## src/sv/fum_sqrt.sv

```systemverilog
// Pipelined integer square root, one result bit per register stage.
module fum_sqrt #(
    parameter int V_W  = 49,
    parameter int Q_W  = 25,
    parameter int SB_W = 8
) (
    input  logic            i_clk,
    input  logic            i_rst_n,
    input  logic            i_adv,
    input  logic            i_vld,
    input  logic [V_W-1:0]  i_val,
    input  logic [SB_W-1:0] i_side,
    output logic            o_vld,
    output logic [Q_W-1:0]  o_root,
    output logic [SB_W-1:0] o_side
);
    localparam int PAD_W = 2 * Q_W;
    localparam int REM_W = Q_W + 3;

    logic             r_vld  [Q_W];
    logic [PAD_W-1:0] r_val  [Q_W];
    logic [REM_W-1:0] r_rem  [Q_W];
    logic [Q_W-1:0]   r_root [Q_W];
    logic [SB_W-1:0]  r_side [Q_W];

    for (genvar k = 0; k < Q_W; k++) begin : g_stage
        logic             p_vld;
        logic [PAD_W-1:0] p_val;
        logic [REM_W-1:0] p_rem;
        logic [Q_W-1:0]   p_root;
        logic [SB_W-1:0]  p_side;
        logic [REM_W-1:0] w_cat;
        logic [REM_W-1:0] w_trial;
        logic             w_ge;

        if (k == 0) begin : g_first
            assign p_vld  = i_vld;
            assign p_val  = PAD_W'(i_val);
            assign p_rem  = '0;
            assign p_root = '0;
            assign p_side = i_side;
        end else begin : g_next
            assign p_vld  = r_vld[k-1];
            assign p_val  = r_val[k-1];
            assign p_rem  = r_rem[k-1];
            assign p_root = r_root[k-1];
            assign p_side = r_side[k-1];
        end

        assign w_cat   = {p_rem[REM_W-3:0], p_val[PAD_W-1-2*k -: 2]};
        assign w_trial = REM_W'({p_root, 2'b01});
        assign w_ge    = (w_cat >= w_trial);

        always_ff @(posedge i_clk) begin
            if (!i_rst_n) begin
                r_vld[k] <= 1'b0;
            end else if (i_adv) begin
                r_vld[k] <= p_vld;
            end
        end

        always_ff @(posedge i_clk) begin
            if (i_adv) begin
                r_val[k]  <= p_val;
                r_rem[k]  <= w_ge ? (w_cat - w_trial) : w_cat;
                r_root[k] <= Q_W'({p_root, w_ge});
                r_side[k] <= p_side;
            end
        end
    end

    assign o_vld  = r_vld[Q_W-1];
    assign o_root = r_root[Q_W-1];
    assign o_side = r_side[Q_W-1];

endmodule

```

## config.mk

```make
export PLATFORM = sky130hd
export DESIGN_NAME = fum_sqrt
export DESIGN_NICKNAME = d
export VERILOG_FILES = /design/src/sv/fum_sqrt.sv
export SDC_FILE = /design/constraint.sdc
export NUM_CORES = 2
export LEC_CHECK = 0
export ABC_AREA = 1
export CAP_MARGIN = 20
export CORE_ASPECT_RATIO = 1.75
export CORE_MARGIN = 2
export CORE_UTILIZATION = 25
export DETAILED_ROUTE_END_ITERATION = 10
export DONT_BUFFER_PORTS = 1
export SLEW_MARGIN = 25
export SYNTH_ARGS = -nofsm -noshare
export SYNTH_HDL_FRONTEND = slang
export SYNTH_SLANG_ARGS = --single-unit
```

## constraint.sdc

```tcl
create_clock -name i_clk -period 4.7 [get_ports i_clk]
set_input_delay 0 -clock i_clk [delete_from_list [all_inputs] [get_ports i_clk]]
set_output_delay 0 -clock i_clk [all_outputs]
set_load 0.02 [all_outputs]
```

==> metrics.yaml <==
run_status: "finished, final reports clean"
drt_iter0_markers: 3269
worstPathMaxFanout: 197
synth_simple_gate_area_share_pct: 22.41
fin_skew_ns: 0.1377
min_period_over_period_pct: 84.89
grt.total_usage_pct: 13.71
yosys.area_share.adder_pct: 4.908
dpl.hpwl_mm: 200.8
area_growth_syn_to_layout_pct: 14.66
crit_required_ns: 5.12
grt-ovfl-total: 0
synth_mux_area_share_pct: 0
timing.critical_path.slowest_cell_delay_ns: 0.75
layoutNonFillerInstCount: 14678
min_from: "i_rst_n"
worst-slew-pin-transition_ns: 1.213
cts_htree_levels: 4
slowest_stage: "dlygate4sd3_1"
setup_viol: 0
synth_compound_area_share_pct: 4.040
cts_resized: 0
r2r_cells: 11
ys_async_sr_fraction_pct: 0
synth_seq_area_share_pct: 58.35
critPathTopFamily: "buffers and inverters"
post_cts_buffers: 0
wire_length_of_the_first_global_routing_pass_mm: 373.4
post-synth-top-area-fraction_pct: 58.33
synth_xor_xnor_area_share_pct: 2.425
power_density_nw_per_um2: 421.8
detail_route.drc_violations: 0
post_cts_hold_buffer_count: 125
total_stage_count_of_the_critical_path: 8
combinational_family_with_the_most_area_after_synthesis: "simple AND/OR/NAND/NOR gates"
place_congestion: 0.9464
detail_route.first_pass.iterations: 6
die_height_um: 794.3
drtAntennaViolNets: 0
setup.worst_path.end_class: "flip-flop"
synth_edf_count: 1733
placedCellCount: 14221
die-area_um2: 361900
grt_max_degree: 236
synth_largest_area_cell: "edfxtp_1"
ys_warn_count: 0
cap_violations: 0
worstSkewPairLatency_ns: 0.91
crit_path_cell_trace: "buf_16 > dlygate4sd3_1 > buf_16 > buf_16 > buf_16 > buf_16 > buf_16 > buf_16"
critPathArrivalTime_ns: 4.41
finalWirelength_mm: 254.9
initial_utilization_pct: 25.06
startpoint_type: "primary input"
netlist-cell-type-count: 53
final_critical_path_setup_slack_ns: 0.7100
final-max-slew-violation-count: 0
synth.avg_cell_area_um2: 9.290
rsz0062_at_grt: "false"
timing.max_slew.rel_slack_pct: 18.36
port_buffers: 0
cpMostUsedCell: "buf_16"
post_drt_wl_per_cell_um: 17.36
clock_path_buffers: 4
fmax_mhz: 250.6
min_path_cells: 1
critPathKind: "in2reg"
root_buffer: "clkbuf_16"
r2r-end: "r_rem[2][79]"
total_via_count_after_detailed_routing: 62273
numClockSinks: 1734
cp-startpoint: "i_adv"
final_layout_size_suffix_gt1_share_pct: 4.289
peakVddDrop_uv: 421.9
netlist_instances: 9604
cts_inserted_buffers: 184
io_pins: 95
synth.net_count: 10015
min_delay_path_class: "in2reg"
post-place-ws_ns: -0.3169
mapped_area_um2: 89220
final_period_minus_worst_setup_slack_ns: 3.990
placeableCoreArea_um2: 356000
final_core_utilization_pct: 28.74
placementRows: 290
critPathCapture: "r_root[5][17]"
clock_tree_from_tritoncts: "yes"
regToRegStartpoint: "r_rem[2][28]"
critical_path.n_buffers_inverters: 8
synth.ff_latch_count: 1734
reg2reg_setup_slack_ns: 1.48
static-leakage-power_nw: 43.80
routed_via_density: 4.243
die_width_um: 455.6
leading_cell_types_by_total_area_after_synthesis: "edfxtp_1 58%, nand2_1 13%, inv_1 7.1%"
leading_register_cell_type_out_of_synthesis: "edfxtp_1"
layout.nets: 10274
setup_tns_ns: 0
final_hold_viol_count: 0
grt_antenna_before_repair: 4
post-layout-total-power_mw: 43.15
clk_transition_reported_paths_ns: 0.06
number_of_global_route_vias_before_repair: 64192
==> per-layer routing <==
metal	routed length [um]	track usage (%)	up-vias
li1	-	-	31764
met1	72090	10.06	28589
met2	150900	29.34	1138
met3	6408	1.646	782
met4	25520	12.07	0
met5	0	0	-
==> power by group <==
part	switching [mW]	internal [mW]	total, mW
clock	6.34	8.56	14.9
sequential	0.945	18.9	19.9
combinational	5.73	2.65	8.38
==> synthesized netlist by cell type (77+ instances only) <==
cell type and n:
inv_1 1683, nand3b_1 77, ha_1 350, nand2_1 3070, nor2_1 811, o21ai_0 206, xor2_1 126, nand3_1 519
xnor2_1 121, nand4_1 171, a21oi_1 324, edfxtp_1 1733
==> worst min path at each step <==
| stage | end | slack (ns) |
|---|---|---|
| CTS | r_vld[15] | 0.01 |
| global route | r_val[0][16] | 0.07 |
| global placement | r_side[0][1] | 0.1 |
| floorplan | r_side[0][0] | 0.1 |
| detailed placement | r_side[0][6] | 0.1 |
| finish | r_vld[15] | 0.08 |
==> cells in the final DEF (no fill, tap or decap), types with 6 or more instances in the layout <==
| master | synthesis | final |
|---|---|---|
| a21o_1 | 8 | 8 |
| a21oi_1 | 324 | 323 |
| a21oi_2 | 23 | 24 |
| and2_1 | 12 | 12 |
| buf_16 | 0 | 17 |
| buf_4 | 25 | 12 |
| bufinv_16 | 0 | 22 |
| clkbuf_1 | 2 | 25 |
| clkbuf_16 | 0 | 188 |
| clkinv_1 | 0 | 29 |
| clkinv_2 | 0 | 19 |
| clkinv_4 | 0 | 14 |
| clkinvlp_4 | 0 | 16 |
| dlygate4sd3_1 | 0 | 123 |
| edfxtp_1 | 1733 | 1733 |
| ha_1 | 350 | 350 |
| inv_1 | 1683 | 1683 |
| inv_2 | 14 | 14 |
| inv_6 | 0 | 9 |
| nand2_1 | 3070 | 3070 |
| nand2_2 | 17 | 17 |
| nand3_1 | 519 | 519 |
| nand3_2 | 10 | 10 |
| nand3b_1 | 77 | 77 |
| nand4_1 | 171 | 171 |
| nor2_1 | 811 | 811 |
| nor2_2 | 23 | 23 |
| nor2_4 | 7 | 7 |
| nor3_1 | 58 | 58 |
| nor3b_1 | 6 | 6 |
| nor4_1 | 9 | 9 |
| o21ai_0 | 206 | 206 |
| o21ai_1 | 67 | 67 |
| o21ai_2 | 7 | 7 |
| o21bai_1 | 21 | 21 |
| or2_1 | 6 | 6 |
| or2_2 | 14 | 14 |
| xnor2_1 | 121 | 121 |
| xor2_1 | 126 | 126 |
==> flip-flops by register name (all words and copies together) (netlist names) <==
signal,count
r_vld,25
r_root,313
r_val,612
r_side,200
r_rem,584
==> stage by stage <==
| step | cell area [um2] | hold slack [ns] |
|---|---|---|
| final | 102300 | 0.08029 |
| after global routing | 102300 | 0.07199 |
| after CTS | 102200 | 0.01272 |
| after detailed placement | 94860 | 0.09892 |
| after global placement | 94750 | 0.09892 |
| after floorplan | 89220 | 0.09887 |
==> cell type report <==
class	count	area, um2
clock buffer	213	4798
tap	4672	5846
inverter	1698	6376
antenna	3	7.507
sequential	1734	52060
timing repair buffer	152	1789
fill	37524	253700
clock inverter	113	1260
multi-input combinational	6093	30160
==> kinds of logic (layout without fill, tap and decap cells) <==
group / after synthesis / after routing
other cells: 1 / 4
simple gates: 4823 / 4823
flops: 1734 / 1734
buf+inv: 1777 / 2176
fa+ha+maj: 350 / 350
xor+xnor: 247 / 247
compound gates: 672 / 672
Power figures use the tool's default switching activity.
